$ cat config.mk
export PLATFORM = sky130hd
export DESIGN_NAME = limited_gap_interpolator_core
export DESIGN_NICKNAME = d
export VERILOG_FILES = /design/src/hw/rtl/lgi_pkg.sv /design/src/hw/rtl/lgi_div.sv /design/src/hw/rtl/lgi_front.sv /design/src/hw/rtl/lgi_queue.sv /design/src/hw/rtl/lgi_back.sv /design/src/hw/rtl/limited_gap_interpolator_core.sv
export SDC_FILE = /design/constraint.sdc
export NUM_CORES = 1
export LEC_CHECK = 0
export BUFFER_PORTS_ARGS = -buffer_cell sky130_fd_sc_hd__buf_4
export CORE_MARGIN = 2
export CORE_UTILIZATION = 27
export DETAILED_ROUTE_END_ITERATION = 8
export GPL_TIMING_DRIVEN = 0
export PLACE_DENSITY = 0.45
export SYNTH_ARGS = -nofsm -noshare
export SYNTH_HDL_FRONTEND = slang
export SYNTH_HIERARCHICAL = 1
export SYNTH_SLANG_ARGS = --single-unit
$ cat constraint.sdc
create_clock -name clk -period 12.89 [get_ports clk]
set_input_delay 1.289 -clock clk [delete_from_list [all_inputs] [get_ports clk]]
set_output_delay 1.289 -clock clk [all_outputs]
set_load 0.03 [all_outputs]
$ cat src/hw/rtl/lgi_pkg.sv
// shared types and constants of the limited gap interpolator
`default_nettype none

package lgi_pkg;

  localparam int VALUE_W = 16;
  localparam int POS_W = 6;
  localparam int LEN_W = 7;
  localparam int FILL_W = 7;

  localparam int WINDOW_DEF = 64;
  localparam int QUEUE_DEPTH_DEF = 2;

  localparam int CFG_ADDR_W = 3;
  localparam int CFG_DATA_W = 32;
  localparam logic [0:0] REG_FILL_LIMIT = 1'b0;
  localparam logic [FILL_W-1:0] FILL_LIMIT_RESET = 7'd8;

  // rounded quotient (2*mag*step + den) / (2*den)
  localparam int DIV_DIVIDEND_W = 23;
  localparam int DIV_DIVISOR_W = 8;
  localparam int DIV_STEPS = DIV_DIVIDEND_W;
  localparam int DIV_CNT_W = $clog2(DIV_STEPS);

  typedef struct packed {
    logic [POS_W-1:0] start;
    logic [LEN_W-1:0] len;
    logic signed [VALUE_W-1:0] left;
    logic left_ok;
    logic signed [VALUE_W-1:0] right;
    logic right_ok;
  } cmd_t;

  typedef enum logic [2:0] {
    B_IDLE,
    B_GAP,
    B_DIV,
    B_EMIT,
    B_SAMPLE
  } back_state_t;

endpackage

`default_nettype wire

$ cat src/hw/rtl/lgi_div.sv
// restoring divider, one quotient bit per cycle
`default_nettype none

module lgi_div (
  input  wire logic                                 clk,
  input  wire logic                                 rst,
  input  wire logic                                 start,
  input  wire logic [lgi_pkg::DIV_DIVIDEND_W-1:0]   dividend,
  input  wire logic [lgi_pkg::DIV_DIVISOR_W-1:0]    divisor,
  output logic                                      done,
  output logic [lgi_pkg::VALUE_W-1:0]               quotient
);

  logic                                busy;
  logic [lgi_pkg::DIV_CNT_W-1:0]       cnt;
  logic [lgi_pkg::DIV_DIVISOR_W-1:0]   rem;
  logic [lgi_pkg::DIV_DIVIDEND_W-1:0]  dq;
  logic [lgi_pkg::DIV_DIVISOR_W-1:0]   dvs;

  logic [lgi_pkg::DIV_DIVISOR_W:0]     shifted;
  logic                                fits;
  logic [lgi_pkg::DIV_DIVISOR_W:0]     trial;

  always_comb begin
    shifted = {rem, dq[lgi_pkg::DIV_DIVIDEND_W-1]};
    trial = shifted - {1'b0, dvs};
    fits = shifted >= {1'b0, dvs};
  end

  always_ff @(posedge clk) begin
    if (rst) begin
      busy <= 1'b0;
      done <= 1'b0;
      cnt <= '0;
    end else if (start) begin
      busy <= 1'b1;
      done <= 1'b0;
      cnt <= '0;
    end else if (busy) begin
      cnt <= cnt + 1'b1;
      if (cnt == lgi_pkg::DIV_CNT_W'(lgi_pkg::DIV_STEPS - 1)) begin
        busy <= 1'b0;
        done <= 1'b1;
      end
    end else begin
      done <= 1'b0;
    end
  end

  always_ff @(posedge clk) begin
    if (start) begin
      rem <= '0;
      dq <= dividend;
      dvs <= divisor;
    end else if (busy) begin
      rem <= fits ? trial[lgi_pkg::DIV_DIVISOR_W-1:0] : shifted[lgi_pkg::DIV_DIVISOR_W-1:0];
      dq <= {dq[lgi_pkg::DIV_DIVIDEND_W-2:0], fits};
    end
  end

  assign quotient = dq[lgi_pkg::VALUE_W-1:0];

endmodule

`default_nettype wire

$ cat src/hw/rtl/lgi_front.sv
// front end: tracks the window and turns samples into release commands
`default_nettype none

module lgi_front #(
  parameter int WINDOW = lgi_pkg::WINDOW_DEF
) (
  input  wire logic                               clk,
  input  wire logic                               rst,
  input  wire logic                               in_valid,
  output logic                                    in_stall,
  input  wire logic signed [lgi_pkg::VALUE_W-1:0] sample,
  input  wire logic                               sample_finite,
  input  wire logic                               q_full,
  output logic                                    push,
  output lgi_pkg::cmd_t                           push_cmd
);

  logic [lgi_pkg::POS_W-1:0]          sample_index;
  logic [lgi_pkg::LEN_W-1:0]          gap_length;
  logic signed [lgi_pkg::VALUE_W-1:0] left_value;
  logic                               left_present;

  logic accept;
  logic at_end;

  assign in_stall = q_full;
  assign accept = in_valid && !q_full;
  assign at_end = sample_index == lgi_pkg::POS_W'(WINDOW - 1);
  assign push = accept && (sample_finite || at_end);

  always_comb begin
    push_cmd.start = sample_index - gap_length[lgi_pkg::POS_W-1:0];
    push_cmd.len = sample_finite ? gap_length : gap_length + 1'b1;
    push_cmd.left = left_value;
    push_cmd.left_ok = left_present;
    push_cmd.right = sample;
    push_cmd.right_ok = sample_finite;
  end

  always_ff @(posedge clk) begin
    if (rst) begin
      sample_index <= '0;
      gap_length <= '0;
      left_value <= '0;
      left_present <= 1'b0;
    end else if (accept) begin
      if (at_end) begin
        sample_index <= '0;
        gap_length <= '0;
        left_value <= '0;
        left_present <= 1'b0;
      end else begin
        sample_index <= sample_index + 1'b1;
        if (sample_finite) begin
          gap_length <= '0;
          left_value <= sample;
          left_present <= 1'b1;
        end else begin
          gap_length <= gap_length + 1'b1;
        end
      end
    end
  end

endmodule

`default_nettype wire

$ cat src/hw/rtl/lgi_queue.sv
// short command queue between front and back end
`default_nettype none

module lgi_queue #(
  parameter int DEPTH = lgi_pkg::QUEUE_DEPTH_DEF
) (
  input  wire logic          clk,
  input  wire logic          rst,
  input  wire logic          push,
  input  wire lgi_pkg::cmd_t push_data,
  output logic               full,
  input  wire logic          pop,
  output lgi_pkg::cmd_t      pop_data,
  output logic               empty
);

  localparam int PTR_W = (DEPTH > 1) ? $clog2(DEPTH) : 1;
  localparam int CNT_W = $clog2(DEPTH + 1);

  lgi_pkg::cmd_t     entries [DEPTH];
  logic [PTR_W-1:0]  wr_ptr;
  logic [PTR_W-1:0]  rd_ptr;
  logic [CNT_W-1:0]  count;

  logic do_push;
  logic do_pop;

  assign full = count == CNT_W'(DEPTH);
  assign empty = count == '0;
  assign do_push = push && !full;
  assign do_pop = pop && !empty;
  assign pop_data = entries[rd_ptr];

  always_ff @(posedge clk) begin
    if (rst) begin
      wr_ptr <= '0;
      rd_ptr <= '0;
      count <= '0;
    end else begin
      if (do_push) begin
        wr_ptr <= (wr_ptr == PTR_W'(DEPTH - 1)) ? '0 : wr_ptr + 1'b1;
      end
      if (do_pop) begin
        rd_ptr <= (rd_ptr == PTR_W'(DEPTH - 1)) ? '0 : rd_ptr + 1'b1;
      end
      if (do_push && !do_pop) begin
        count <= count + 1'b1;
      end else if (do_pop && !do_push) begin
        count <= count - 1'b1;
      end
    end
  end

  always_ff @(posedge clk) begin
    if (do_push) begin
      entries[wr_ptr] <= push_data;
    end
  end

endmodule

`default_nettype wire

$ cat src/hw/rtl/lgi_back.sv
// back end: walks each command, fills gap positions and drives the result register
`default_nettype none

module lgi_back #(
  parameter int WINDOW = lgi_pkg::WINDOW_DEF
) (
  input  wire logic                               clk,
  input  wire logic                               rst,
  input  wire logic [lgi_pkg::FILL_W-1:0]         fill_limit,
  input  wire lgi_pkg::cmd_t                      pop_data,
  input  wire logic                               q_empty,
  output logic                                    pop,
  output logic                                    out_valid,
  input  wire logic                               out_stall,
  output logic signed [lgi_pkg::VALUE_W-1:0]      value,
  output logic                                    value_valid,
  output logic [lgi_pkg::POS_W-1:0]               position,
  output logic                                    burst_last,
  output logic                                    window_last
);

  lgi_pkg::back_state_t state;
  lgi_pkg::back_state_t state_next;

  lgi_pkg::cmd_t                      cmd;
  logic [lgi_pkg::VALUE_W-1:0]        mag;
  logic                               neg;
  logic [lgi_pkg::LEN_W-1:0]          k;
  logic signed [lgi_pkg::VALUE_W-1:0] res_value;
  logic                               res_valid;

  logic [lgi_pkg::VALUE_W:0]          diff;
  logic [lgi_pkg::VALUE_W:0]          diff_neg;

  logic [lgi_pkg::LEN_W-1:0]          step;
  logic [lgi_pkg::LEN_W-1:0]          den;
  logic [lgi_pkg::LEN_W-1:0]          from_right;
  logic                               near_left;
  logic                               near_right;
  logic                               both;
  logic                               need_div;
  logic                               last_k;
  logic                               slot_free;
  logic [21:0]                        prod;
  logic [lgi_pkg::DIV_DIVIDEND_W-1:0] dividend;
  logic [lgi_pkg::DIV_DIVISOR_W-1:0]  divisor;
  logic                               div_start;
  logic                               div_done;
  logic [lgi_pkg::VALUE_W-1:0]        quotient;

  logic                               res_load;
  logic signed [lgi_pkg::VALUE_W-1:0] res_value_next;
  logic                               res_valid_next;
  logic                               k_step;
  logic                               load_out;
  logic signed [lgi_pkg::VALUE_W-1:0] value_next;
  logic                               value_valid_next;
  logic [lgi_pkg::POS_W-1:0]          position_next;
  logic                               burst_last_next;

  always_comb begin
    diff = {pop_data.right[lgi_pkg::VALUE_W-1], pop_data.right}
         - {pop_data.left[lgi_pkg::VALUE_W-1], pop_data.left};
    diff_neg = -diff;
  end

  always_comb begin
    step = k + 1'b1;
    den = cmd.len + 1'b1;
    from_right = cmd.len - 1'b1 - k;
    near_left = k < fill_limit;
    near_right = from_right < fill_limit;
    both = cmd.left_ok && cmd.right_ok;
    need_div = both && (near_left || near_right);
    last_k = k == cmd.len - 1'b1;
    slot_free = !out_valid || !out_stall;
    prod = 22'(mag) * 22'(step);
    dividend = {prod, 1'b0} + lgi_pkg::DIV_DIVIDEND_W'(den);
    divisor = {den, 1'b0};
  end

  lgi_div u_div (
    .clk      (clk),
    .rst      (rst),
    .start    (div_start),
    .dividend (dividend),
    .divisor  (divisor),
    .done     (div_done),
    .quotient (quotient)
  );

  // next state
  always_comb begin
    state_next = state;
    unique case (state)
      lgi_pkg::B_IDLE: begin
        if (!q_empty) begin
          state_next = (pop_data.len == '0) ? lgi_pkg::B_SAMPLE : lgi_pkg::B_GAP;
        end
      end
      lgi_pkg::B_GAP: begin
        state_next = need_div ? lgi_pkg::B_DIV : lgi_pkg::B_EMIT;
      end
      lgi_pkg::B_DIV: begin
        if (div_done) begin
          state_next = lgi_pkg::B_EMIT;
        end
      end
      lgi_pkg::B_EMIT: begin
        if (slot_free) begin
          if (!last_k) begin
            state_next = lgi_pkg::B_GAP;
          end else if (cmd.right_ok) begin
            state_next = lgi_pkg::B_SAMPLE;
          end else begin
            state_next = lgi_pkg::B_IDLE;
          end
        end
      end
      lgi_pkg::B_SAMPLE: begin
        if (slot_free) begin
          state_next = lgi_pkg::B_IDLE;
        end
      end
      default: state_next = lgi_pkg::B_IDLE;
    endcase
  end

  // controls
  always_comb begin
    pop = 1'b0;
    div_start = 1'b0;
    res_load = 1'b0;
    res_value_next = '0;
    res_valid_next = 1'b0;
    k_step = 1'b0;
    load_out = 1'b0;
    value_next = res_value;
    value_valid_next = res_valid;
    position_next = cmd.start + k[lgi_pkg::POS_W-1:0];
    burst_last_next = last_k && !cmd.right_ok;
    unique case (state)
      lgi_pkg::B_IDLE: begin
        pop = !q_empty;
      end
      lgi_pkg::B_GAP: begin
        if (need_div) begin
          div_start = 1'b1;
        end else begin
          res_load = 1'b1;
          if (cmd.left_ok && !cmd.right_ok && near_left) begin
            res_value_next = cmd.left;
            res_valid_next = 1'b1;
          end else if (!cmd.left_ok && cmd.right_ok && near_right) begin
            res_value_next = cmd.right;
            res_valid_next = 1'b1;
          end
        end
      end
      lgi_pkg::B_DIV: begin
        if (div_done) begin
          res_load = 1'b1;
          res_valid_next = 1'b1;
          res_value_next = neg ? cmd.left - $signed(quotient) : cmd.left + $signed(quotient);
        end
      end
      lgi_pkg::B_EMIT: begin
        load_out = slot_free;
        k_step = slot_free;
      end
      lgi_pkg::B_SAMPLE: begin
        load_out = slot_free;
        value_next = cmd.right;
        value_valid_next = 1'b1;
        position_next = cmd.start + cmd.len[lgi_pkg::POS_W-1:0];
        burst_last_next = 1'b1;
      end
      default: begin
        pop = 1'b0;
      end
    endcase
  end

  always_ff @(posedge clk) begin
    if (rst) begin
      state <= lgi_pkg::B_IDLE;
    end else begin
      state <= state_next;
    end
  end

  always_ff @(posedge clk) begin
    if (pop) begin
      cmd <= pop_data;
      neg <= diff[lgi_pkg::VALUE_W];
      mag <= diff[lgi_pkg::VALUE_W] ? diff_neg[lgi_pkg::VALUE_W-1:0]
                                    : diff[lgi_pkg::VALUE_W-1:0];
      k <= '0;
    end else if (k_step) begin
      k <= k + 1'b1;
    end
    if (res_load) begin
      res_value <= res_value_next;
      res_valid <= res_valid_next;
    end
  end

  // result register
  always_ff @(posedge clk) begin
    if (rst) begin
      out_valid <= 1'b0;
    end else if (load_out) begin
      out_valid <= 1'b1;
    end else if (!out_stall) begin
      out_valid <= 1'b0;
    end
  end

  always_ff @(posedge clk) begin
    if (load_out) begin
      value <= value_valid_next ? value_next : '0;
      value_valid <= value_valid_next;
      position <= position_next;
      burst_last <= burst_last_next;
      window_last <= position_next == lgi_pkg::POS_W'(WINDOW - 1);
    end
  end

endmodule

`default_nettype wire

$ cat src/hw/rtl/limited_gap_interpolator_core.sv
// top level of the limited gap interpolator: register port, front end, queue, back end
// a finite sample after no gap passes the command queue, the back end's command register
// and the result register; each gap position adds the back end's gap and emit states and,
// when interpolated, a wait on the bit-serial divider in the back end (23 quotient bits)
// the front end takes a request each cycle while the command queue has room
// synchronous reset clears the window state, queue, result valid flag and sets fill_limit to 8
`default_nettype none

module limited_gap_interpolator_core #(
  parameter int WINDOW = lgi_pkg::WINDOW_DEF,
  parameter int QUEUE_DEPTH = lgi_pkg::QUEUE_DEPTH_DEF
) (
  input  wire logic                                clk,
  input  wire logic                                rst,
  input  wire logic                                psel,
  input  wire logic                                penable,
  input  wire logic                                pwrite,
  input  wire logic [lgi_pkg::CFG_ADDR_W-1:0]      paddr,
  input  wire logic [lgi_pkg::CFG_DATA_W-1:0]      pwdata,
  output logic [lgi_pkg::CFG_DATA_W-1:0]           prdata,
  output logic                                     pready,
  input  wire logic                                in_valid,
  output logic                                     in_stall,
  input  wire logic signed [lgi_pkg::VALUE_W-1:0]  sample,
  input  wire logic                                sample_finite,
  output logic                                     out_valid,
  input  wire logic                                out_stall,
  output logic signed [lgi_pkg::VALUE_W-1:0]       value,
  output logic                                     value_valid,
  output logic [lgi_pkg::POS_W-1:0]                position,
  output logic                                     burst_last,
  output logic                                     window_last
);

  logic [lgi_pkg::FILL_W-1:0] fill_limit;
  logic [0:0]                 reg_index;
  logic                       cfg_write;

  logic           push;
  lgi_pkg::cmd_t  push_cmd;
  logic           q_full;
  logic           pop;
  lgi_pkg::cmd_t  pop_data;
  logic           q_empty;

  assign pready = 1'b1;
  assign reg_index = paddr[lgi_pkg::CFG_ADDR_W-1:2];
  assign cfg_write = psel && penable && pwrite && pready;
  assign prdata = (reg_index == lgi_pkg::REG_FILL_LIMIT)
                ? lgi_pkg::CFG_DATA_W'(fill_limit) : '0;

  always_ff @(posedge clk) begin
    if (rst) begin
      fill_limit <= lgi_pkg::FILL_LIMIT_RESET;
    end else if (cfg_write && reg_index == lgi_pkg::REG_FILL_LIMIT) begin
      fill_limit <= pwdata[lgi_pkg::FILL_W-1:0];
    end
  end

  lgi_front #(
    .WINDOW (WINDOW)
  ) u_front (
    .clk           (clk),
    .rst           (rst),
    .in_valid      (in_valid),
    .in_stall      (in_stall),
    .sample        (sample),
    .sample_finite (sample_finite),
    .q_full        (q_full),
    .push          (push),
    .push_cmd      (push_cmd)
  );

  lgi_queue #(
    .DEPTH (QUEUE_DEPTH)
  ) u_queue (
    .clk       (clk),
    .rst       (rst),
    .push      (push),
    .push_data (push_cmd),
    .full      (q_full),
    .pop       (pop),
    .pop_data  (pop_data),
    .empty     (q_empty)
  );

  lgi_back #(
    .WINDOW (WINDOW)
  ) u_back (
    .clk         (clk),
    .rst         (rst),
    .fill_limit  (fill_limit),
    .pop_data    (pop_data),
    .q_empty     (q_empty),
    .pop         (pop),
    .out_valid   (out_valid),
    .out_stall   (out_stall),
    .value       (value),
    .value_valid (value_valid),
    .position    (position),
    .burst_last  (burst_last),
    .window_last (window_last)
  );

  // no command is pushed into a full queue
  assert property (@(posedge clk) disable iff (rst) q_full |-> !push)
    else $error("command pushed into full queue");

  // the final position of a window always closes its burst
  assert property (@(posedge clk) disable iff (rst) (out_valid && window_last) |-> burst_last)
    else $error("window end without burst end");

  // unfilled positions carry a zero value
  assert property (@(posedge clk) disable iff (rst) (out_valid && !value_valid) |-> value == '0)
    else $error("unfilled position with non-zero value");

endmodule

`default_nettype wire
# Word-level counts from Yosys, hierarchy flattened
# Memory sizes are Yosys's and may differ from the RTL's. A register that Yosys moved wholly into a read port is not among the register bits.
# Index checks and enable logic that the tools add are counted.
[op_classes]
n_addsub = 20
n_mul = 1
order_cmp = 3
eq_ne = 14
muxes = 56
bitwise_logic = 2
n_reduce_logical = 38
[op_table]
columns = ["operator", "count"]
rows = [
  ["16-bit 2-to-1 mux", 9],
  ["23-bit 2-to-1 mux", 2],
  ["16-bit case mux with 2 select lines", 1],
  ["7-bit 2-to-1 mux", 4],
  ["1-bit 2-to-1 mux", 25],
  ["23-bit by 7-bit adder with 23-bit output", 1],
  ["16-bit by 7-bit multiplier with 22-bit output", 1],
  ["7-bit by 1-bit adder with 7-bit output, second input constant", 3],
  ["3-bit 2-to-1 mux", 7],
  ["16-bit by 16-bit subtractor with 17-bit output", 1],
  ["16-bit adder", 1],
  ["1-bit logical AND", 16],
  ["16-bit negation", 1],
  ["16-bit subtractor", 1],
  ["3-bit case mux with 5 select lines", 1],
  ["7-bit < comparator", 2],
  ["6-bit adder", 2],
  ["6-bit equality test, second input constant", 2],
  ["6-bit 2-to-1 mux", 2],
  ["9-bit by 8-bit greater-or-equal comparator with 1-bit output", 1],
  ["1-bit logical NOT", 8],
  ["8-bit 2-to-1 mux", 1],
  ["8-bit subtractor", 1],
  ["7-bit equality test", 1],
  ["27 further kinds", 40],
]
[totals]
reg_bits = 203
ramBits = 94
inputBits = 59
out_inout_bits = 60
wordCells = 167
n_memories = 1
[memory_table]
columns = ["memory", "words", "width", "read_ports", "rd_clocked_by_memory_dff", "write_ports", "line", "source"]
rows = [
  ["u_queue.entries", 2, 47, 1, 1, 1, "lgi_queue.sv:20", "lgi_pkg::cmd_t entries [DEPTH];"],
]

# Logic depth before layout (Yosys ltp)
# Gate-level depths: netlist of run 1.
[logic_depth]
ltp_word = 9
depth_mapped = 26
mapped_depth_nobuf = 24

# By module
# The synthesis of run 1 kept the hierarchy.
[by_module_without_submodules]
columns = ["mod", "instances", "cells_per_inst", "area_per_inst_um2", "seq_area_each_um2"]
rows = [
  ["lgi_back", 1, 1205, 11543.6, 3403.3],
  ["lgi_queue", 1, 171, 3613.5, 2922.8],
  ["lgi_div", 1, 199, 2371.0, 1231.2],
  ["lgi_front", 1, 219, 1780.5, 600.6],
  ["limited_gap_interpolator_core", 1, 66, 581.8, 140.1],
]

# Worst setup path before layout of run 1
# No wires, ideal clock.
[synth_timing]
kind = "reg-to-reg"
startpoint = "register u_back.state[0]"
endpoint = "register u_queue.count[1]"
setup_time_ps = 70
t_arrival_ps = 9606
required_time_ps = 12820
slack_ps = 3214
stages_incl_launch_ff = 7
n_path_buf = 1
synth_period_minus_slack_ps = 9676
cell_sequence = "dfxtp_1 -> clkbuf_1 -> nor4_1 -> o21ai_0 -> ha_1 -> or3_1 -> a21oi_1"
[synth_between]
elab_chain_cells = 6
elab_cells_between_ends = 8
cone_classes = "mux: 2; reduce/logical: 6"
[synth_lines]
columns = ["item", "line", "source"]
rows = [
  ["start: declaration", "lgi_back.sv:22", "lgi_pkg::back_state_t state;"],
  ["start signal: assignment", "lgi_back.sv:186", "state <= lgi_pkg::B_IDLE;"],
  ["start signal: assignment", "lgi_back.sv:188", "state <= state_next;"],
  ["3-bit logical NOT *", "lgi_back.sv:142", "unique case (state)"],
  ["1-bit 2-to-1 mux *", "lgi_back.sv:142", ""],
  ["via pop", "limited_gap_interpolator_core.sv:42", "logic pop;"],
  ["1-bit logical AND *", "lgi_queue.sv:31", "assign do_pop = pop && !empty;"],
  ["1-bit logical NOT", "lgi_queue.sv:46", "if (do_push && !do_pop) begin"],
  ["1-bit logical AND", "lgi_queue.sv:46", ""],
  ["2-bit 2-to-1 mux or 2-bit nonzero test (tied branches)", "--", ""],
  ["end signal: assignment", "lgi_queue.sv:47", "count <= count + 1'b1;"],
  ["end signal: assignment", "lgi_queue.sv:49", "count <= count - 1'b1;"],
  ["end: declaration", "lgi_queue.sv:23", "logic [CNT_W-1:0] count;"],
]
# Mark *: on every way through the listed nets, which the timed path passes. The rest lies on a longest branch.
# A chain may end at the register's enable or synchronous reset.

# Final worst setup path of run 1
[layout_timing]
startpoint = "register u_back/k[1] in the netlist's numbering"
endpoint = "register u_back/u_div/dq[22] in the netlist's numbering, data pin"
[layout_between]
elab_cells_between_ends = 11
cone_classes = "add/sub: 3; mul: 1; order compare: 2; mux: 3; reduce/logical: 2"
[layout_rtl]
columns = ["item", "line", "source"]
rows = [
  ["start: declaration", "lgi_back.sv:28", "logic [lgi_pkg::LEN_W-1:0] k;"],
  ["start signal: assignment", "lgi_back.sv:200", "k <= k + 1'b1;"],
  ["7-bit by 1-bit adder with 7-bit output", "lgi_back.sv:68", "step = k + 1'b1;"],
  ["16-bit by 7-bit multiplier with 22-bit output", "lgi_back.sv:77", "prod = 22'(mag) * 22'(step);"],
  ["23-bit by 7-bit adder with 23-bit output", "lgi_back.sv:78", "dividend = {prod, 1'b0} + lgi_pkg::DIV_DIVIDEND_W'(den);"],
  ["via u_back.dividend (one bit)", "lgi_back.sv:45", "logic [lgi_pkg::DIV_DIVIDEND_W-1:0] dividend;"],
  ["23-bit 2-to-1 mux", "lgi_div.sv:51", "if (start) begin"],
  ["end signal: assignment", "lgi_div.sv:53", "dq <= dividend;"],
  ["end signal: assignment", "lgi_div.sv:57", "dq <= {dq[lgi_pkg::DIV_DIVIDEND_W-2:0], fits};"],
  ["end: declaration", "lgi_div.sv:17", "logic [lgi_pkg::DIV_DIVIDEND_W-1:0] dq;"],
]
# The timed path passes the listed nets, and every way through them passes these cells.

==> results of run 1 <==
==> through the flow <==
| stage | TNS (ns) | instances | util, % | total power, mW | worst slack [ns] |
|---|---|---|---|---|---|
| 2_1_floorplan | 0 | 1884 | - | 3.37 | 3.21 |
| 3_3_place_gp | -4.89 | 2908 | 29.7 | 4.12 | -1.65 |
| 3_5_place_dp | 0 | 2920 | 29.9 | 4.13 | 4.81 |
| 4_1_cts | 0 | 2985 | 31.5 | 5.17 | 4.79 |
| 5_1_grt | 0 | 2985 | 31.5 | 5.50 | 4.25 |
| 6_report | 0 | 2985 | 31.5 | 5.09 | 4.83 |
==> state kept, by name (all words and copies together), names as in the netlist, 2 cells and up, named ones only <==
signal,flops
u_front/sample_index,6
u_back/u_div/dq,23
u_back/cmd,47
u_front/gap_length,7
u_queue/count,2
u_back/value,16
u_front/left_value,16
u_back/mag,16
u_back/u_div/dvs,8
u_back/res_value,16
u_back/position,6
u_queue/entries,94
u_back/u_div/cnt,5
u_back/state,3
fill_limit,7
u_back/u_div/rem,8
u_back/k,7
==> kinds of logic (layout without fill, tap and decap cells) <==
kind of cell | after synthesis | count (layout)
AOI/OAI and AO/OA | 313 | 313
adders and majority gates | 198 | 198
buffers and inverters | 293 | 435
muxes | 103 | 103
other | 3 | 27
DFF | 299 | 299
and+or+nand+nor | 510 | 510
xor gates and xnor gates | 141 | 141
==> layer usage <==
layer	track usage, %	part of all wire, %	up-vias	routed length (um)
li1	-	-	6680	-
met2	23.3	49	193	24300
met1	17.5	46	6506	23200
met4	3.57	2.2	0	1090
met5	0	0	-	0
met3	1.75	2.9	57	1470
==> critical path, cell delays in order, from the launching register on <==
cell and delay (ns):
dfxtp_1 0.46, ha_1 0.27, nand3_1 0.16, nor3_1 0.21
xor2_1 0.73, clkbuf_1 0.56, nand2_1 0.17, fa_1 0.53
fa_1 0.55, inv_1 0.05, fa_1 0.52, inv_1 0.05
fa_1 0.52, inv_1 0.04, ha_1 0.38, a2111oi_4 0.40
nand2_1 0.14, a31oi_1 0.29, xnor2_1 0.30, nand3_1 0.26
nor4_1 0.55, nand3b_1 0.17, xnor2_1 0.17, mux2_2 0.30
==> power by group <==
part / internal [mW] / switching, mW / total (mW)
Combinational: 1.03 / 1.52 / 2.55
Sequential: 1.36 / 0.175 / 1.53
Clock: 0.589 / 0.413 / 1.00
==> cells in the mapped netlist, drive strengths merged, types with 9 or more instances <==
| cell type | number |
|---|---|
| xnor2 | 91 |
| o21ai | 75 |
| nand3 | 28 |
| a21boi | 9 |
| nand4 | 10 |
| a21oi | 90 |
| fa | 75 |
| edfxtp | 231 |
| and3 | 9 |
| xor2 | 49 |
| nor3 | 25 |
| nor4 | 9 |
| dfxtp | 68 |
| a21o | 26 |
| nor2 | 92 |
| inv | 174 |
| or2 | 11 |
| o22ai | 16 |
| nand2b | 43 |
| nor2b | 18 |
| and2 | 77 |
| a211oi | 23 |
| buf | 79 |
| mux2i | 30 |
| mux2 | 73 |
| nand2 | 145 |
| o21a | 9 |
| ha | 123 |
| clkbuf | 40 |
==> path summary, 6_finish.rpt <==
check,startpoint,endpoint,slack (ns),cells past startpoint
worst min register to register,u_front/left_value[7],u_queue/entries[0][25],0.45,0
worst max register to register,u_back/k[1],u_back/u_div/dq[22],4.83,23
worst min-delay path,u_front/left_value[7],u_queue/entries[0][25],0.45,0
worst max-delay path,u_back/k[1],u_back/u_div/dq[22],4.83,23
==> cell type report <==
cell class                 instances  area, sq um
multi-input combinational       1292        10300
buffer                           119          737
clock inverter                    21          204
fill                            7419        50000
clock buffer                      44          951
sequential                       299         8300
timing repair buffer              77          631
tap                              959         1200
inverter                         174          653
==> metrics.md, run 1 <==
| Metric | Value |
|---|---|
| Status | finished, final reports clean |
| All-layer global routing usage | 13.4% |
| Worst setup SP type | flip-flop |
| Post-synthesis xor/xnor area fraction | 6.32% |
| Primary FF master, synth | edfxtp_1 |
| Core Area | roughly 0.073 sq mm |
| GRT overflow | 0 |
| Minimum clock period | ~8 ns |
| Gate Count Post-Synth | 1860 |
| DR WL/cell | 16.8 um |
| Die W | 275 um |
| Area after DPL | between 0.02 and 0.025 sq mm |
| P_leak | 9.24 nW |
| Synth top area cells | edfxtp_1, ha_1, fa_1 |
| Worst Setup End Kind | flip-flop |
| HP Class | flip-flop to flip-flop |
| Share of the synthesized area in the top cell type | a little over a third |
| Cell accounting for the most synthesized area | edfxtp_1 |
| Rows | 99 |
| H-tree Lvls | 2 |
| Layout cells sized above 1 | 16.4% |
| Max_cap viols | 0 |
| DRC viols | 0 |
| Simple-gate share of the synthesized area | 13.5% |
| Initial Utilization | between 20 and 30% |
| FMAX | 124 MHz |
| Antenna violations before repair | 0 |
| Slew @ Worst Pin | 1.14 ns |
| Avg Synthesized Cell Area | 10.7 sq um |
| Diode count | 0 |
| Crit path DAT | about 8.3 ns |
| WL final | 50100 um |
| Via density | between 4 and 5 |
| Fraction of registers with async set or reset after synthesis | 0% |
| Clock slew at reported path FFs | 0.07 ns |
| Number of synthesized flops with an enable pin | 231 |
| Most common cell after layout, fill and taps aside | edfxtp_1 |
| Fin. max-slew vios | 0 |
| Post-synth cell types | 97 |
| DPL Wire Length | 39300 um |
| Via count | between 10k and 15k |
| Finished layout cell area | 0.0230 sq mm |
| # setup viols final | 0 |
| Rel. slew slack | 23.7% |
| CTS Sinks | 299 |
| Final Cycle Share | between 60 and 70% |
| Yosys reg bits | 299 |
| Post-cts sizing count | 0 |
| First-pass GRT wire length | around 79000 um |
| Buffers inserted by post-CTS timing repair | 0 |
| RSZ-0062 raised after global routing | no |
| Main combinational cell family by area after synthesis | adder cells |
| Number of port buffers | 65 |
| CP Class | flip-flop to flip-flop |
| Clock Root Buffer | clkbuf_16 |
| Peak VDD IR | 0.0933 mV |
| Hold Slack | 0.448 ns |
| CTS tree | built |
| Die ar. | 0.0759 sq mm |
| Critical path peak fanout | 10 |
| ANT nets after route | 0 |
| Number of buffers created by CTS | 36 |
| Die Height | 275 um |
| Fin nets | 2256 |
| Hold buffer count at cts | 0 |
| Synth Area in Adders | 15.3% |
| I/O pins | 119 |
| Initial DRC Count | 624 |
| Placer Congestion | 0.818 |
| Clk_skew | 0.0234 ns |
| Worst-Skew Late Latency | 0.54 ns |
| Hold Violations, Final | 0 |
| Power density over the cells | 221 mW/mm^2 |
| Layout area overhead | 15.6% |
| Synth Area in Compound Gates | 10.5% |
| Largest net degree at the start of global routing | 35 |
| DRT Pass-1 Iters | 5 |
| Post-synthesis mux area share | 5.64% |
| Critical path required time | 13.17 ns |
| Largest buffer count on any clock path | 3 |
| Number of global-route vias before repair | 13.8k |
| Area of the mapped netlist | 0.0199 sq mm |
| Commonest non-fill, non-tap cells in the layout | edfxtp_1, inv_1, nand2_1 |
| Synth Warn # | 6 |
| Register area share after synthesis | a little over two fifths |
(Power assumes the default switching activity.)
==> run 2, diff against run 1 <==
--- a/config.mk
+++ b/config.mk
@@ -5,12 +5,13 @@
 export SDC_FILE = /design/constraint.sdc
 export NUM_CORES = 1
 export LEC_CHECK = 0
+export ABC_AREA = 1
 export BUFFER_PORTS_ARGS = -buffer_cell sky130_fd_sc_hd__buf_4
 export CORE_MARGIN = 2
 export CORE_UTILIZATION = 27
 export DETAILED_ROUTE_END_ITERATION = 8
 export GPL_TIMING_DRIVEN = 0
-export PLACE_DENSITY = 0.45
+export PLACE_DENSITY = 0.46
 export SYNTH_ARGS = -nofsm -noshare
 export SYNTH_HDL_FRONTEND = slang
 export SYNTH_HIERARCHICAL = 1
==> constraint.sdc (replaced) <==
create_clock -name clk -period 6.55 [get_ports clk]
set_input_delay 0.655 -clock clk [delete_from_list [all_inputs] [get_ports clk]]
set_output_delay 0.655 -clock clk [all_outputs]
set_load 0.03 [all_outputs]
==> metrics.md, run 2 <==
| Metric | Value |
|---|---|
| Layout area overhead | 15.1% |
| # setup viols final | 0 (unchanged) |
| DPL Wire Length | 45500 um (+16%) |
| CP top delay family | adder cells |
| Diode count | 0 (unchanged) |
| Synth Warn # | 6 (unchanged) |
| Most common cell after layout, fill and taps aside | nand2_1 |
| Placer Congestion | 0.879 (+7.5%) |
| Status | finished, final reports clean |
| Die Height | 284 um (+3.0%) |
| Crit path DAT | 6.35 ns (-1.99 ns) |
| Worst setup SP type | flip-flop |
| DRT Pass-1 Iters | 5 (unchanged) |
| All-layer global routing usage | 14.1% (+0.65 points) |
| Worst path slowest cell | fa_1 |
| Largest buffer count on any clock path | 3 (unchanged) |
| Die ar. | 0.0805 sq mm (+6.1%) |
| Fin nets | 2855 (+27%) |
| Largest register by flop count | u_queue/entries |
| Setup TNS | 0 ns (unchanged) |
| Worst Setup End Kind | flip-flop |
| Clk_skew | 0.0298 ns (+0.00641 ns) |
| HP Class | input pin to flip-flop |
| WL final | 56400 um (+12%) |
| Rel. slew slack | 34.9% (+11 points) |
| DRC viols | 0 (unchanged) |
| CTS tree | built |
| DR WL/cell | 15.4 um (-8.4%) |
| GRT overflow | 0 (unchanged) |
| Buf/Inv on CP | 8 (+4) |
| Number of buffers created by CTS | 35 (-2.8%) |
| Most common cell in the synthesized netlist | nand2_1 |
| Critical path peak fanout | 10 (unchanged) |
| Final Cycle Share | 93.2% (+31 points) |
| Initial Utilization | 27.3% (about the same) |
| Max_cap viols | 0 (unchanged) |
| CP Class | flip-flop to flip-flop |
| Largest net degree at the start of global routing | 28 (-20%) |
| ANT nets after route | 0 (unchanged) |
| H-tree Lvls | 2 (unchanged) |
| Via count | 16.0k (+19%) |
| Minimum clock period | 6.10 ns (-1.95 ns) |
| I/O pins | 119 (unchanged) |
| Share of the synthesized area in the top cell type | 32.8% (-2.0 points) |
| Biggest regs | u_queue/entries (94), u_back/cmd (47), u_back/u_div/dq (23) |
| Critical path required time | 6.80 ns (-6.37 ns) |
| Number of global-route vias before repair | 16.1k (+17%) |
| Filler instances | 8242 (+11%) |
| FMAX | 164 MHz (+32%) |
| Fraction of registers with async set or reset after synthesis | 0% (unchanged) |
| Hold Violations, Final | 0 (unchanged) |
| Max incr delay on CP | 0.54 ns (-0.19 ns) |
| Post-synth top cells | nand2_1, inv_1, edfxtp_1 |
| Initial DRC Count | 802 (+29%) |
| Antenna violations before repair | 0 (unchanged) |
| Area of the mapped netlist | 0.0211 sq mm (+6.2%) |
| Worst-Skew Late Latency | 0.55 ns (about the same) |
| Synth top area cells | edfxtp_1, nand2_1, inv_1 |
| Layout cells sized above 1 | 13.8% (-2.7 points) |
| CTS Sinks | 299 (unchanged) |
| Yosys reg bits | 299 (unchanged) |
| Number of port buffers | 64 (-1.5%) |
| Post-synth cell types | 59 (-39%) |
| Register area share after synthesis | 39.3% (-2.5 points) |
| Hold buffer count at cts | 0 (unchanged) |
| First-pass GRT wire length | 89400 um (+13%) |
| CP dominant cell by count | nand2_1 |
| Cell accounting for the most synthesized area | edfxtp_1 |
| Primary FF master, synth | edfxtp_1 |
| Die W | 284 um (+3.0%) |
| Gate Count Post-Synth | 2469 (+33%) |
| Via density | 4.36 (-3.0%) |
| Max FFs per register | 94 (unchanged) |
| Buffers inserted by post-CTS timing repair | 0 (unchanged) |
| Slew @ Worst Pin | 0.968 ns (-0.172 ns) |
| Clock Root Buffer | clkbuf_16 |
| Core Area | 0.0775 sq mm (+6.2%) |
| Number of synthesized flops with an enable pin | 231 (unchanged) |
| Commonest non-fill, non-tap cells in the layout | nand2_1, inv_1, edfxtp_1 |
| Rows | 102 (+3.0%) |
| Clock slew at reported path FFs | 0.06 ns (about the same) |
| Fin. max-slew vios | 0 (unchanged) |
| Avg Synthesized Cell Area | 8.56 sq um (-20%) |
[run 2: changes by cell type after synthesis, sizes merged, moves of 19 or more]
cell / previous run / this run
nor2: 92 / 206
nand2: 145 / 609
mux2i: 30 / 0
nand3: 28 / 147
nand2b: 43 / 0
nand4: 10 / 29
xnor2: 91 / 27
o21ai: 75 / 100
mux2: 73 / 47
a21o: 26 / 4
inv: 174 / 436
and2: 77 / 7
[run 2: tightest hold or removal path: cells and delay by family]
kind          cells  cell delay [ns]
buf+inv           1             0.08
simple gates      2             0.10
[run 2: through the flow]
| step | instances | hold slack (ns) | setup WS, ns | instance area, sq um | utilization (%) |
|---|---|---|---|---|---|
| 2_1_floorplan | 2493 | 0.425 | 1.09 | 21200 | - |
| 3_3_place_gp | 3597 | 0.434 | -0.427 | 23000 | 29.7 |
| 3_5_place_dp | 3601 | 0.441 | 0.0256 | 23100 | 29.8 |
| 4_1_cts | 3665 | 0.294 | 0.0120 | 24300 | 31.3 |
| 5_1_grt | 3665 | 0.337 | -0.00644 | 24300 | 31.4 |
| 6_report | 3665 | 0.331 | 0.446 | 24300 | 31.4 |
[run 2: timing repair]
| action | in CTS | in global routing |
|---|---|---|
| cloned | 0 | 0 |
| pin swaps | 0 | 0 |
| setup endpoints to repair | 1 | 10 |
| gates resized for setup | 1 | 29 |
[run 2: final timing paths]
path,slack [ns],end,cells past startpoint,start
setup / recovery,0.45,u_back/u_div/dq[22],33,u_back/k[0]
hold / removal,0.33,fill_limit[3],3,pwdata[3]
setup reg to reg,0.45,u_back/u_div/dq[22],33,u_back/k[0]
hold reg to reg,0.45,u_queue/entries[0][21],0,u_front/left_value[3]
[run 2: logic make-up after synthesis]
kind of cell / after synthesis / synth area share, %
other: 3 / 0.0533
AOI/OAI and AO/OA: 250 / 6.70
and+or+nand+nor: 1041 / 21.8
xor gates and xnor gates: 88 / 3.68
adders and majority gates: 198 / 14.4
muxes: 47 / 3.04
buffers and inverters: 543 / 11.1
DFF: 299 / 39.3
[run 2: layer usage]
metal,up-vias,share of wire (%),track usage [%]
li1,8118,-,-
met1,7566,48,19.0
met2,241,47,23.8
met3,71,3.1,1.51
met4,0,2.2,3.81
met5,-,0,0
[run 2: area by class of cell]
cell class / count / area, sq um / share of cell area [%]
clock buffers: 46 / 960 / 3.94
flip-flops and latches: 299 / 8300 / 34.1
multi-input cells: 1651 / 10600 / 43.7
well taps: 1040 / 1300 / 5.35
clock inverters: 18 / 210 / 0.864
inverters: 438 / 1650 / 6.76
plain buffers: 105 / 716 / 2.94
repair buffers: 68 / 561 / 2.30
Power of run 2 is not shown: default switching activity piles up to over one toggle a cycle in this logic, so the estimate is an artifact.
==> run 3, diff against run 2 <==
--- a/config.mk
+++ b/config.mk
@@ -7,7 +7,7 @@
 export LEC_CHECK = 0
 export ABC_AREA = 1
 export BUFFER_PORTS_ARGS = -buffer_cell sky130_fd_sc_hd__buf_4
-export CORE_MARGIN = 2
+export CORE_MARGIN = 5
 export CORE_UTILIZATION = 27
 export DETAILED_ROUTE_END_ITERATION = 8
 export GPL_TIMING_DRIVEN = 0
==> metrics.md, run 3 (same netlist as run 2, synthesis figures left out) <==
| Metric | Value |
|---|---|
| Reg2reg path depth | 29 (-12%) |
| CP dominant cell by count | nand2_1 |
| Max incr delay on CP | 0.56 ns (+0.02 ns) |
| Worst-Skew Late Latency | 0.55 ns (about the same) |
| Die W | 290 um (+2.1%) |
| WL final | 57000 um (+1.0%) |
| HP Class | input pin to flip-flop |
| Worst path slowest cell | fa_1 |
| Biggest regs | u_queue/entries (94), u_back/cmd (47), u_back/u_div/dq (23) |
| Core Area | 0.0776 sq mm (+0.16%) |
| Crit path DAT | 6.30 ns (-0.05 ns) |
| Filler instances | 8203 (-0.47%) |
| Post-Route Utilization | 31.4% (+0.039 points) |
| Via count | 16.2k (+1.1%) |
| Fin nets | 2857 (+0.070%) |
| DRC viols | 0 (unchanged) |
| Max FFs per register | 94 (unchanged) |
| Clock Root Buffer | clkbuf_16 |
| GRT overflow | 0 (unchanged) |
| Diode count | 0 (unchanged) |
| DRT Pass-1 Iters | 6 (+1) |
| ANT nets after route | 0 (unchanged) |
| Critical path required time | 6.81 ns (about the same) |
| Largest buffer count on any clock path | 3 (unchanged) |
| Buf/Inv on CP | 7 (-1) |
| Die ar. | 0.0840 sq mm (+4.3%) |
| Hold Slack | 0.325 ns (-0.00679 ns) |
| Hold buffer count at cts | 0 (unchanged) |
| Launch point of the worst reg-to-reg path | u_back/k[0] |
| CTS Sinks | 299 (unchanged) |
| DPL Wire Length | 46000 um (+1.1%) |
| First-pass GRT wire length | 90600 um (+1.4%) |
| Rows | 102 (unchanged) |
| Status | finished, final reports clean |
| DP Cell Count | 3602 (+0.028%) |
| CP Class | flip-flop to flip-flop |
| Clock slew at reported path FFs | 0.06 ns (about the same) |
| Worst Hold Launch | pwdata[3] |
| Initial DRC Count | 964 (+20%) |
| Fin. max-slew vios | 0 (unchanged) |
| Worst Setup End Kind | flip-flop |
| Max_cap viols | 0 (unchanged) |
| Critical path peak fanout | 10 (unchanged) |
| Number of port buffers | 64 (unchanged) |
| All-layer global routing usage | 13.7% (-0.39 points) |
| Post-cts sizing count | 0 (-1) |
| Via density | 4.41 (+1.0%) |
| Slew @ Worst Pin | 1.12 ns (+0.153 ns) |
| Number of buffers created by CTS | 36 (+2.9%) |
| Placer Congestion | 0.867 (-1.4%) |
| Clk_skew | 0.0223 ns (-0.00751 ns) |
| Worst r2r dst | u_back/u_div/dq[22] |
| I/O pins | 119 (unchanged) |
| Fin cells | 3668 (+0.082%) |
| Finished layout cell area | 0.0244 sq mm (+0.29%) |
| Layout cells sized above 1 | 13.8% (+0.022 points) |
| Final Cycle Share | 92.3% (-0.91 points) |
| Area after DPL | 0.0231 sq mm (about the same) |
| FMAX | 165 MHz (+0.99%) |
| Number of global-route vias before repair | 16.5k (+2.7%) |
| Hold Path Depth | 3 (unchanged) |
| CTS tree | built |
| Largest net degree at the start of global routing | 32 (+14%) |
| Worst setup SP type | flip-flop |
| Hold Violations, Final | 0 (unchanged) |
| Rel. slew slack | 24.7% (-10 points) |
| Antenna violations before repair | 0 (unchanged) |
| Most common cell after layout, fill and taps aside | nand2_1 |
| Die Height | 290 um (+2.1%) |
| Worst Hold Endpoint | fill_limit[3] |
| DR WL/cell | 15.5 um (+0.93%) |
| Initial Utilization | 27.2% (-0.045 points) |
| RSZ-0062 raised after global routing | no |
| CP top delay family | adder cells |
| # setup viols final | 0 (unchanged) |
| Largest register by flop count | u_queue/entries |
| H-tree Lvls | 2 (unchanged) |
| Commonest non-fill, non-tap cells in the layout | nand2_1, inv_1, edfxtp_1 |
| Minimum clock period | 6.04 ns (-0.0598 ns) |
| R2R Setup Slk | 0.51 ns (+0.06 ns) |
| Buffers inserted by post-CTS timing repair | 0 (unchanged) |
| Layout area overhead | 15.5% |
## run 3: how the worst max path moves through the flow
stage                                from                  end  slack (ns)  depth (start not counted)
final                         u_back/k[0]  u_back/u_div/dq[22]        0.51                         29
after global routing          u_back/k[0]  u_back/u_div/dq[22]        0.03                         33
after CTS                     u_back/k[1]  u_back/u_div/dq[19]        0.07                         28
after detailed placement      u_back/k[1]  u_back/u_div/dq[19]        0.10                         28
after global placement    u_back/state[0]     u_queue/count[1]       -0.15                         12
after floorplan               u_back/k[1]  u_back/u_div/dq[19]        1.09                         34
## run 3: cell type report
| class | count | area, sq um | share of cell area [%] |
|---|---|---|---|
| Tap cell | 1040 | 1300 | 5.33 |
| Buffer | 105 | 712 | 2.92 |
| Clock inverter | 24 | 290 | 1.19 |
| Multi-Input combinational cell | 1651 | 10600 | 43.5 |
| Timing Repair Buffer | 69 | 581 | 2.38 |
| Clock buffer | 42 | 945 | 3.87 |
| Sequential cell | 299 | 8300 | 34.0 |
| Inverter | 438 | 1650 | 6.74 |
## run 3: per-stage QoR
stage          TNS, ns  setup slack (ns)
2_1_floorplan        0              1.09
3_3_place_gp    -0.222            -0.153
3_5_place_dp         0             0.100
4_1_cts              0            0.0659
5_1_grt              0            0.0251
6_report             0             0.506
## run 3: layer usage
layer  wire (um)  share of wire (%)  vias up  GRT usage (%)
li1            -                  -     8123              -
met1       26700                 47     7629           18.6
met2       26100                 46      353           22.6
met3        2590                4.6       69           2.10
met4        1530                2.7        0           4.10
met5           0                  0        -              0
## run 3: tightest hold or removal path: stages
cell and delay [ns]:
buf_4 0.08, nand2_1 0.04, nand3_1 0.06
Power of run 3 is left out for the same reason.
